[src/rtl/wbss_pkg.sv]
// wbss_pkg: shared types and constants of the wildcard byte signature scanner
// depends on nothing; used by every rtl file of the block

package wbss_pkg;

    localparam int MAX_PATTERN = 64;
    localparam int ADDR_WIDTH  = 32;
    localparam int IDX_W       = $clog2(MAX_PATTERN);
    localparam int SEEN_W      = $clog2(MAX_PATTERN + 1);
    localparam int LEN_W       = 7;

    typedef enum logic {
        KIND_LOAD = 1'b0,
        KIND_SCAN = 1'b1
    } kind_t;

    typedef struct packed {
        kind_t                 kind;
        logic [IDX_W-1:0]      entry_index;
        logic [7:0]            entry_byte;
        logic                  entry_wildcard;
        logic [7:0]            data_byte;
        logic [ADDR_WIDTH-1:0] byte_address;
        logic                  region_start;
        logic                  region_end;
    } in_item_t;

    typedef struct packed {
        logic                  found;
        logic [ADDR_WIDTH-1:0] match_address;
    } out_item_t;

    // per-cycle control broadcast to every cell of the row
    typedef struct packed {
        logic load;
        logic shift;
        logic update;
        logic clear;
    } cell_ctl_t;

endpackage

[src/rtl/wbss_cell.sv]
// wbss_cell: one position of the signature row
// holds a signature entry, one window byte and one partial-match flag; uses wbss_pkg

module wbss_cell (
    input  logic              clk,
    input  logic              rst_n,
    input  wbss_pkg::cell_ctl_t ctl,
    input  logic              sel,
    input  logic [7:0]        load_byte,
    input  logic              load_wild,
    input  logic [7:0]        cmp_byte,
    input  logic [7:0]        byte_in,
    input  logic              flag_in,
    output logic [7:0]        byte_out,
    output logic              flag_out
);
    import wbss_pkg::*;

    logic [7:0] sig_reg;
    logic       wild_reg;
    logic [7:0] win_reg;
    logic       flag_reg;
    logic       flag_next;
    logic       hit;

    assign hit = wild_reg | (sig_reg == cmp_byte);

    always_comb
    begin
        flag_next = flag_reg;
        if (ctl.clear)
        begin
            flag_next = 1'b0;
        end
        else if (ctl.update)
        begin
            flag_next = flag_in & hit;
        end
    end

    always_ff @(posedge clk or negedge rst_n)
    begin
        if (!rst_n)
        begin
            flag_reg <= 1'b0;
        end
        else
        begin
            flag_reg <= flag_next;
        end
    end

    always_ff @(posedge clk)
    begin
        if (ctl.load && sel)
        begin
            sig_reg  <= load_byte;
            wild_reg <= load_wild;
        end
        if (ctl.shift)
        begin
            win_reg <= byte_in;
        end
    end

    assign byte_out = win_reg;
    assign flag_out = flag_reg;

endmodule

[src/rtl/wbss_chain.sv]
// wbss_chain: row of wbss_cell instances, window bytes and match flags pass cell to cell
// depends on wbss_pkg and wbss_cell

module wbss_chain (
    input  logic                         clk,
    input  logic                         rst_n,
    input  wbss_pkg::cell_ctl_t          ctl,
    input  logic                         restart,
    input  logic [wbss_pkg::IDX_W-1:0]   load_index,
    input  logic [7:0]                   load_byte,
    input  logic                         load_wild,
    input  logic [7:0]                   feed_byte,
    output logic [7:0]                   win_last,
    output logic [wbss_pkg::MAX_PATTERN-1:0] flags
);
    import wbss_pkg::*;

    logic [7:0] win_bytes [MAX_PATTERN];

    genvar i;
    generate
        for (i = 0; i < MAX_PATTERN; i++)
        begin : g_pos
            logic [7:0] byte_from;
            logic       flag_from;

            if (i == 0)
            begin : g_head
                // first entry always starts a fresh candidate
                assign byte_from = feed_byte;
                assign flag_from = 1'b1;
            end
            else
            begin : g_body
                // a region start drops every candidate begun before it
                assign byte_from = win_bytes[i-1];
                assign flag_from = flags[i-1] & ~restart;
            end

            wbss_cell u_pos (
                .clk       (clk),
                .rst_n     (rst_n),
                .ctl       (ctl),
                .sel       (load_index == IDX_W'(i)),
                .load_byte (load_byte),
                .load_wild (load_wild),
                .cmp_byte  (feed_byte),
                .byte_in   (byte_from),
                .flag_in   (flag_from),
                .byte_out  (win_bytes[i]),
                .flag_out  (flags[i])
            );
        end
    endgenerate

    assign win_last = win_bytes[MAX_PATTERN-1];

endmodule

[src/rtl/wbss_out_buf.sv]
// wbss_out_buf: two-entry result queue (output register plus skid register)
// depends on wbss_pkg

module wbss_out_buf (
    input  logic                 clk,
    input  logic                 rst_n,
    input  logic                 push,
    input  wbss_pkg::out_item_t  push_data,
    output logic                 out_valid,
    input  logic                 out_ready,
    output wbss_pkg::out_item_t  out_data,
    output logic [1:0]           held
);
    import wbss_pkg::*;

    logic      head_valid_reg, head_valid_next;
    logic      skid_valid_reg, skid_valid_next;
    out_item_t head_reg, head_next;
    out_item_t skid_reg, skid_next;
    logic      pop;
    logic      head_free;

    assign pop       = head_valid_reg & out_ready;
    assign head_free = ~head_valid_reg | pop;

    always_comb
    begin
        head_valid_next = head_valid_reg;
        skid_valid_next = skid_valid_reg;
        head_next       = head_reg;
        skid_next       = skid_reg;
        if (head_free)
        begin
            if (skid_valid_reg)
            begin
                head_next       = skid_reg;
                head_valid_next = 1'b1;
                skid_next       = push_data;
                skid_valid_next = push;
            end
            else
            begin
                head_next       = push_data;
                head_valid_next = push;
            end
        end
        else if (push)
        begin
            skid_next       = push_data;
            skid_valid_next = 1'b1;
        end
    end

    always_ff @(posedge clk or negedge rst_n)
    begin
        if (!rst_n)
        begin
            head_valid_reg <= 1'b0;
            skid_valid_reg <= 1'b0;
        end
        else
        begin
            head_valid_reg <= head_valid_next;
            skid_valid_reg <= skid_valid_next;
        end
    end

    always_ff @(posedge clk)
    begin
        head_reg <= head_next;
        skid_reg <= skid_next;
    end

    assign out_valid = head_valid_reg;
    assign out_data  = head_reg;
    // entries still held after this cycle's pop
    assign held = 2'(head_valid_reg) + 2'(skid_valid_reg) - 2'(pop);

endmodule

[src/rtl/wildcard_byte_signature_scan.sv]
// result path: a scan byte's result is registered in the result stage (s2_*) and then in
//   the result queue before it is offered on out
// throughput: one item per cycle, scan bytes and signature loads alike, while the result
//   queue has room; a load taken while the region holds bytes starts a rebuild of the
//   match flags, replaying the window through the cell row, during which no input is taken
// reset: match flags, byte count, result state and queue clear at once; signature length 1;
//   signature entries hold nothing defined until loaded

module wildcard_byte_signature_scan (
    input  logic                          clk,
    input  logic                          rst_n,
    input  logic                          in_valid,
    output logic                          in_ready,
    input  wbss_pkg::in_item_t            in_data,
    output logic                          out_valid,
    input  logic                          out_ready,
    output wbss_pkg::out_item_t           out_data,
    input  logic                          cfg_valid,
    output logic                          cfg_ready,
    input  logic [wbss_pkg::LEN_W-1:0]    cfg_data
);
    import wbss_pkg::*;

    localparam int GATE_W = SEEN_W + 1;

    // input transfer decode
    logic in_xfer;
    logic scan_xfer;
    logic load_xfer;

    assign in_xfer   = in_valid & in_ready;
    assign scan_xfer = in_xfer & (in_data.kind == KIND_SCAN);
    assign load_xfer = in_xfer & (in_data.kind == KIND_LOAD);

    // signature length, kept as index of the last entry in use (clamped to 1..MAX_PATTERN)
    logic [IDX_W-1:0] last_idx_reg, last_idx_next;

    assign cfg_ready = 1'b1;

    always_comb
    begin
        last_idx_next = last_idx_reg;
        if (cfg_valid)
        begin
            if (cfg_data == '0)
            begin
                last_idx_next = '0;
            end
            else if (cfg_data > LEN_W'(MAX_PATTERN))
            begin
                last_idx_next = IDX_W'(MAX_PATTERN - 1);
            end
            else
            begin
                last_idx_next = IDX_W'(cfg_data - LEN_W'(1));
            end
        end
    end

    // bytes of the current region, saturating at the row length
    logic [SEEN_W-1:0] bytes_seen_reg, bytes_seen_next;

    always_comb
    begin
        bytes_seen_next = bytes_seen_reg;
        if (scan_xfer)
        begin
            if (in_data.region_start)
            begin
                bytes_seen_next = SEEN_W'(1);
            end
            else if (bytes_seen_reg < SEEN_W'(MAX_PATTERN))
            begin
                bytes_seen_next = bytes_seen_reg + SEEN_W'(1);
            end
        end
    end

    // flag rebuild after a signature load: the window rotates once round the row,
    // oldest byte first, and only bytes of the current region update the flags
    logic             replay_busy_reg, replay_busy_next;
    logic [IDX_W-1:0] replay_cnt_reg, replay_cnt_next;
    logic             replay_gate;

    assign replay_gate = (GATE_W'(replay_cnt_reg) + GATE_W'(bytes_seen_reg))
                         >= GATE_W'(MAX_PATTERN);

    always_comb
    begin
        replay_busy_next = replay_busy_reg;
        replay_cnt_next  = '0;
        if (replay_busy_reg)
        begin
            replay_cnt_next = replay_cnt_reg + IDX_W'(1);
            if (replay_cnt_reg == IDX_W'(MAX_PATTERN - 1))
            begin
                replay_busy_next = 1'b0;
            end
        end
        else if (load_xfer && (bytes_seen_reg != '0))
        begin
            replay_busy_next = 1'b1;
        end
    end

    // cell row: flag i means entries 0..i match the newest i+1 bytes
    cell_ctl_t                ctl;
    logic [7:0]               win_last;
    logic [7:0]               feed_byte;
    logic [MAX_PATTERN-1:0]   flags;

    assign feed_byte  = replay_busy_reg ? win_last : in_data.data_byte;
    assign ctl.load   = load_xfer;
    assign ctl.shift  = scan_xfer | replay_busy_reg;
    assign ctl.update = scan_xfer | (replay_busy_reg & replay_gate);
    assign ctl.clear  = load_xfer;

    wbss_chain u_chain (
        .clk        (clk),
        .rst_n      (rst_n),
        .ctl        (ctl),
        .restart    (scan_xfer & in_data.region_start),
        .load_index (in_data.entry_index),
        .load_byte  (in_data.entry_byte),
        .load_wild  (in_data.entry_wildcard),
        .feed_byte  (feed_byte),
        .win_last   (win_last),
        .flags      (flags)
    );

    // result stage: reads the flags the scan byte left behind
    logic                  s2_valid_reg;
    logic [ADDR_WIDTH-1:0] s2_addr_reg;
    logic                  s2_start_reg;
    logic                  s2_end_reg;
    logic                  match_reported_reg, match_reported_next;
    logic                  reported_eff;
    logic                  hit;
    logic                  push;
    out_item_t             push_data;

    assign reported_eff = s2_start_reg ? 1'b0 : match_reported_reg;
    assign hit          = flags[last_idx_reg];
    assign push         = s2_valid_reg & ~reported_eff & (hit | s2_end_reg);

    always_comb
    begin
        push_data.found         = hit;
        push_data.match_address = '0;
        if (hit)
        begin
            // start of the match; the subtraction wraps if it falls below address zero
            push_data.match_address = s2_addr_reg - ADDR_WIDTH'(last_idx_reg);
        end
        match_reported_next = match_reported_reg;
        if (s2_valid_reg)
        begin
            match_reported_next = reported_eff | hit | s2_end_reg;
        end
    end

    // result queue
    logic [1:0] buf_held;
    logic [1:0] pending;

    wbss_out_buf u_out_buf (
        .clk       (clk),
        .rst_n     (rst_n),
        .push      (push),
        .push_data (push_data),
        .out_valid (out_valid),
        .out_ready (out_ready),
        .out_data  (out_data),
        .held      (buf_held)
    );

    // take an item only while no rebuild runs and the queue has room for every result still in flight
    assign pending  = buf_held + 2'(s2_valid_reg);
    assign in_ready = ~replay_busy_reg & (pending <= 2'd1);

    always_ff @(posedge clk or negedge rst_n)
    begin
        if (!rst_n)
        begin
            last_idx_reg       <= '0;
            bytes_seen_reg     <= '0;
            replay_busy_reg    <= 1'b0;
            replay_cnt_reg     <= '0;
            s2_valid_reg       <= 1'b0;
            match_reported_reg <= 1'b0;
        end
        else
        begin
            last_idx_reg       <= last_idx_next;
            bytes_seen_reg     <= bytes_seen_next;
            replay_busy_reg    <= replay_busy_next;
            replay_cnt_reg     <= replay_cnt_next;
            s2_valid_reg       <= scan_xfer;
            match_reported_reg <= match_reported_next;
        end
    end

    always_ff @(posedge clk)
    begin
        if (scan_xfer)
        begin
            s2_addr_reg  <= in_data.byte_address;
            s2_start_reg <= in_data.region_start;
            s2_end_reg   <= in_data.region_end;
        end
    end

`ifndef SYNTH
    // a result never arrives when both queue entries are taken
    a_no_overflow: assert property (@(posedge clk) disable iff (!rst_n)
        (push && (buf_held == 2'd2)) |-> 1'b0)
        else $error("result queue overflow");

    // after a result, the region stays quiet until its next start
    a_one_result: assert property (@(posedge clk) disable iff (!rst_n)
        (s2_valid_reg && match_reported_reg && !s2_start_reg) |-> !push)
        else $error("second result in one region");

    // flag rebuild always runs the full rotation
    a_replay_len: assert property (@(posedge clk) disable iff (!rst_n)
        $fell(replay_busy_reg) |-> ($past(replay_cnt_reg) == IDX_W'(MAX_PATTERN - 1)))
        else $error("window rotation cut short");

    // no scan byte slips into the row during a rebuild
    a_replay_quiet: assert property (@(posedge clk) disable iff (!rst_n)
        replay_busy_reg |=> (bytes_seen_reg == $past(bytes_seen_reg)))
        else $error("byte count moved during rebuild");
`endif

endmodule
[config.mk]
export PLATFORM = sky130hd
export DESIGN_NAME = wildcard_byte_signature_scan
export DESIGN_NICKNAME = d
export VERILOG_FILES = /design/src/rtl/wbss_pkg.sv /design/src/rtl/wbss_cell.sv /design/src/rtl/wbss_chain.sv /design/src/rtl/wbss_out_buf.sv /design/src/rtl/wildcard_byte_signature_scan.sv
export SDC_FILE = /design/constraint.sdc
export NUM_CORES = 1
export LEC_CHECK = 0
export ABC_AREA = 1
export BUFFER_PORTS_ARGS = -buffer_cell sky130_fd_sc_hd__buf_4
export CAP_MARGIN = 5
export CORE_AREA = 2 2 269 378
export DETAILED_ROUTE_END_ITERATION = 8
export DIE_AREA = 0 0 271 380
export PLACE_DENSITY = 0.66
export REMOVE_ABC_BUFFERS = 1
export SLEW_MARGIN = 20
export SYNTH_ARGS = -nofsm -noshare
export SYNTH_HDL_FRONTEND = slang
export SYNTH_SLANG_ARGS = --single-unit
[constraint.sdc]
create_clock -name clk -period 24 [get_ports clk]
set_input_delay 3.6 -clock clk [delete_from_list [all_inputs] [get_ports clk]]
set_output_delay 3.6 -clock clk [all_outputs]
set_load 0.05 [all_outputs]
* Yosys cells after proc, flatten, opt, wreduce, memory -nomap -nowiden
Index checks and enable logic that the tools add are counted.
** Operators by class
- Add/subtract/negate cells :: 8
- Multipliers :: 0
- Divide/modulo/power cells :: 0
- Magnitude comparators :: 5
- Eq/ne operators :: 129
- Shift operators :: 0
- Mux-type cells :: 149
- Bitwise logic cells :: 210
- Reduce and logical (&&, ||, !) cells :: 73
** Operators with widths (number)
- == test 8 bit :: 64
- == test 6 bit (second input constant) :: 33
- two-way mux 1 bit :: 137
- bitwise AND 1 bit :: 135
- two-way mux 33 bit :: 4
- == test 6 x 5 -> 1 bit (second input constant) :: 16
- bitwise OR 1 bit :: 70
- logical AND 1 bit :: 65
- == test 6 x 4 -> 1 bit (second input constant) :: 8
- two-way mux 32 bit :: 1
- subtractor 32 x 6 -> 32 bit :: 1
- == test 6 x 3 -> 1 bit (second input constant) :: 4
- two-way mux 6 bit :: 3
- two-way mux 7 bit :: 2
- == test 6 x 2 -> 1 bit (second input constant) :: 2
- adder 6 x 7 -> 8 bit :: 1
- >= comparator 8 x 7 -> 1 bit (second input constant) :: 1
- two-way mux 8 bit :: 1
- adder 7 x 1 -> 7 bit (second input constant) :: 1
- greater-than comparator 7 bit (second input constant) :: 1
- zero test 7 bit :: 1
- < comparator 6 x 7 -> 1 bit (second input constant) :: 1
- < comparator 7 bit (second input constant) :: 1
- nonzero test 7 bit :: 1
- other kinds (13) :: 20
** Storage, ports and cells
- Bits in registers :: 1276
- Bits in latches :: 0
- Memory bits (writable) :: 0
- Bits in read-only memories :: 0
- Output and inout port bits :: 36
- Logic and storage cells :: 845
- Memories :: 0

* Logic depth before layout (Yosys ltp)
- Depth in word-level cells :: 13
- Gate-level depth with buffers :: 17
- Mapped depth without buffers :: 15

* By module
Synthesis repeated with hierarchy kept, for this count alone.
** Second synthesis, totals
- Cell total of the unflattened synthesis :: 4604
- Area, all modules :: 53156.0 um^2
** Modules (own cells, without submodules)
- wbss_cell :: times used 64, cells an instance 56, area each 706.9 um^2, seq. area each 535.5 um^2
- wildcard_byte_signature_scan :: times used 1, cells an instance 591, area each 4352.9 um^2, seq. area each 1571.5 um^2
- wbss_out_buf :: times used 1, cells an instance 191, area each 2635.0 um^2, seq. area each 2031.9 um^2
- wbss_chain :: times used 1, cells an instance 238, area each 924.6 um^2, seq. area each 0.0 um^2

* Least setup slack after synthesis
OpenSTA, ideal clock, no wires.
- Path kind :: input-to-reg
- Start point :: in out_ready
- End point :: reg u_chain.g_pos[0].u_pos.win_reg[0], enable pin
- Setup time :: 0.906 ns
- Arrival time :: 16.406 ns
- Required time :: 23.094 ns
- Setup slack :: 6.688 ns
- Stages on the path :: 10
- Path buffers :: 0
- Cells stage by stage :: nand2_1 inv_1 ha_1 inv_1 ha_1 a21oi_1 o21ai_0 a21oi_1 nand3_1 nand2_1
** RTL lines
- from (decl) :: line wildcard_byte_signature_scan.sv:16 : input logic out_ready,
- to (signal assigned) :: line wbss_cell.sv:62 : win_reg <= byte_in;
- to (decl) :: line wbss_cell.sv:21 : logic [7:0] win_reg;

* Worst setup path in the final report
- Start point :: in out_ready
- End point :: out in_ready
** Between the ends
- Cells in the longest elaborated chain, start to end :: 5
** Ends and longest elaborated chain
- bitwise AND 1 bit :: line wbss_out_buf.sv:23 : assign pop = head_valid_reg & out_ready;
- subtractor 2 x 1 -> 2 bit :: line wbss_out_buf.sv:77 : assign held = 2'(head_valid_reg) + 2'(skid_valid_reg) - 2'(pop);
- adder 2 x 1 -> 2 bit :: line wildcard_byte_signature_scan.sv:178 : assign pending = buf_held + 2'(s2_valid_reg);
- less-or-equal comparator 2 x 1 -> 1 bit :: line wildcard_byte_signature_scan.sv:179 : assign in_ready = ~replay_busy_reg & (pending <= 2'd1);
- bitwise AND 1 bit :: line wildcard_byte_signature_scan.sv:179
- to (decl) :: line wildcard_byte_signature_scan.sv:13 : output logic in_ready,
No other way between the ends.

==> results.json <==
{
  "status": "finished, final reports clean",
  "final.setup.worst_slack_ns": 15.30,
  "synth_area_leader_cell": "edfxtp_1",
  "synthCells": 3365,
  "viasPerCell": 5.17,
  "cts.sinks": 1276,
  "fmax_ghz": 0.115,
  "grt_pass1_wl_mm": 149,
  "power_uw": 4480,
  "cts_buffer_depth": 3,
  "rows": 137,
  "ioPinCount": 106,
  "synth_warnings": 0,
  "worst_slew_pin_slew_ns": 1.08,
  "fin_crit_ns": 8.70,
  "die_height_um": 380,
  "drc_errors": 0,
  "start_util": 0.498,
  "vias": 25500,
  "post_cts_resized": 0,
  "cts_setup_buffers": 0,
  "clk_latency_ns": 0.72,
  "multi_input_area_mm2": 0.0103,
  "synth_seq_cells": 1276,
  "synth_edf_count": 1188,
  "regArea_mm2": 0.0379,
  "h-tree-depth": 3,
  "cp_max_fo": 3,
  "cts_buffers": 111,
  "cts_hold_buf": 0,
  "p_leak_uw": 0.0218,
  "nets": 3600,
  "cts-root-buf": "clkbuf_16",
  "die_w_um": 271,
  "power_density_mw_per_mm2": 80.7,
  "slew_violations": 0,
  "irDropWorstVdd_uv": 62.9,
  "port_buffers": 104,
  "synth_area_leaders": "edfxtp_1 72%, xor2_1 5.4%, nand2_1 4.8%",
  "routedWlPerCell_um": 20.2,
  "fill_cells": 7690,
  "post-dp-hpwl_mm": 53.6,
  "diodes": 0,
  "antenna_found_initial": 1,
  "routabilityCongestion": 0.835,
  "async_flop_share": 0.0690,
  "synth_cell_types": 42,
  "fin_worst_skew_ns": 0.0326,
  "max_stage_delay_ns": 0.27,
  "hold_viol_final": 0,
  "setup-violations-final": 0,
  "gr-usage-all-layers": 0.193,
  "cp-start-kind": "primary input",
  "rsz0062_at_grt": "no",
  "first_global_vias": 24600,
  "synthFlopType": "edfxtp_1",
  "area_growth_pct": 12.4,
  "path_cells": "buf_4 > nand2_1 > inv_1 > ha_1 > inv_1 > ha_1 > a21oi_1 > o21ai_0 > a21oi_1 > buf_4",
  "place_ws_ns": 15.33,
  "yosysTopAreaCellShare": 0.722,
  "cts.clk_slew.worst_paths_ns": 0.07,
  "tns_ns": 0,
  "hp-class": "reg -> reg",
  "tritoncts": "built",
  "critPathSlowestCell": "ha_1",
  "routed_wl_mm": 99.7,
  "overflow": 0,
  "fin_crit_sh": 0.362,
  "synth_area_per_cell_um2": 14.7,
  "core_mm2": 0.0992,
  "syn-cell-area_mm2": 0.0494,
  "cp_top_family": "adder cells",
  "cp-end-kind": "output pin",
  "layout-drive-gt1-share": 0.111,
  "slew_headroom": 0.279,
  "dieArea_mm2": 0.103,
  "critPathRequiredTime_ns": 20.40,
  "yosysSeqAreaShare": 0.766,
  "arrival_ns": 5.10,
  "worstSetupPathType": "in -> out",
  "drv_cap": 0,
  "drtIter0Drc": 2460,
  "ant_nets": 0,
  "grt_max_degree": 213,
  "worst-path-buf-inv": 4,
  "firstDrtPassIters": 7
}
[report_power, final]
part	total [uW]	internal [uW]	switching (uW)
registers	2430	2430	6.13
clock network	1920	1130	799
logic	128	30.5	97.4
total	4480	3580	902
[worst paths after layout]
kind | startpoint | end | slack (ns) | cells past startpoint
max in group asynchronous | rst_n | u_chain.g_pos[52].u_pos.flag_out | 19.96 | 2
min in group asynchronous | rst_n | last_idx_reg[3] | 2.79 | 1
hold / removal | u_chain.g_pos[23].u_pos.byte_out[5] | u_chain.g_pos[24].u_pos.byte_out[5] | 0.41 | 0
setup reg to reg | u_out_buf.skid_valid_reg | u_chain.g_pos[23].u_pos.byte_out[4] | 18.75 | 13
hold reg to reg | u_chain.g_pos[23].u_pos.byte_out[5] | u_chain.g_pos[24].u_pos.byte_out[5] | 0.41 | 0
setup / recovery | out_ready | in_ready | 15.30 | 10
[cells in the final DEF (no fill, tap or decap), types with 6 or more instances in the layout]
master	synthesis	layout
nand2_1	634	628
nor2_2	6	6
xor2_1	306	306
xnor2_1	155	155
a21oi_1	22	21
nor3_1	45	45
o21ai_1	16	16
nand4_1	79	79
nand2_4	0	8
o21ai_0	24	24
nor4_1	25	25
buf_4	22	136
bufinv_16	0	24
or2_2	36	36
clkinv_2	0	19
o21bai_1	9	9
nor3b_1	17	17
nor2_4	10	10
inv_1	185	184
nor2_1	211	211
clkinv_1	0	13
edfxtp_1	1188	1188
nand3_1	146	146
dfrtp_1	88	88
o22ai_1	6	6
clkinvlp_4	0	12
clkbuf_1	25	13
clkinv_4	0	9
clkbuf_16	0	111
inv_2	5	6
ha_1	19	19
[cells in the mapped netlist (2+ instances only)]
cell	number
buf_4	22
and2_1	2
nand2_1	634
fa_1	2
nand3b_1	2
inv_1	185
nor2_4	10
nor3_1	45
clkbuf_1	25
o22ai_1	6
xor2_1	306
o21ai_1	16
and3_1	2
nor2_1	211
nor2_2	6
o21bai_1	9
nand4_1	79
xnor2_1	155
nor3_2	4
or2_2	36
nor3b_1	17
nor4_1	25
buf_6	15
a21oi_1	22
inv_2	5
inv_4	2
buf_2	44
ha_1	19
o21ai_0	24
nand2_2	4
nand3_1	146
edfxtp_1	1188
dfrtp_1	88
[worst register-to-register path: stages (launching register included)]
cell and delay, ns:
dfrtp_1 0.32, buf_4 0.38, inv_1 0.08, buf_4 0.25, ha_1 0.34, inv_1 0.04, ha_1 0.27, a21oi_1 0.16
o21ai_0 0.10, a21oi_1 0.22, nand3_1 0.25, nand2_4 0.65, buf_4 0.83, buf_12 0.89
[routing by layer]
metal  vias to the layer above  GRT usage  routed length (um)
li1                      12000          -                   -
met1                     12600      0.260               42800
met2                       745      0.312               47600
met3                       190     0.0342                5830
met4                         2     0.0804                3550
met5                         -          0                  13
[area by class of cell]
class	count	area share
clock buffer	126	0.0513
tap	1320	0.0297
inverter	192	0.0131
clock inverter	85	0.0212
sequential	1276	0.681
timing repair buffer	137	0.0187
multi-input combinational	1791	0.185
[per-stage QoR]
step / std cells / cell area, um2 / hold WS, ns / util
detailed placement: 4716 / 51600 / 0.405 / 0.519
CTS: 4927 / 55600 / 0.413 / 0.560
global placement: 4716 / 51600 / 0.400 / 0.519
finish: 4927 / 55600 / 0.412 / 0.560
global route: 4927 / 55600 / 0.418 / 0.560
floorplan: 3259 / 48800 / 0.400 / -
[cell families (layout without fill, tap and decap cells)]
family                     Yosys count  after routing  synth area share
AOI/OAI and AO/OA                   83             83           0.00936
DFF                               1276           1276             0.766
xor gates and xnor gates           461            461            0.0817
adders and majority gates           21             21           0.00562
buffers and inverters              298            540            0.0278
other                                1              1         0.0000759
and+or+nand+nor                   1225           1225             0.109
Power figures use the tool's default switching activity.
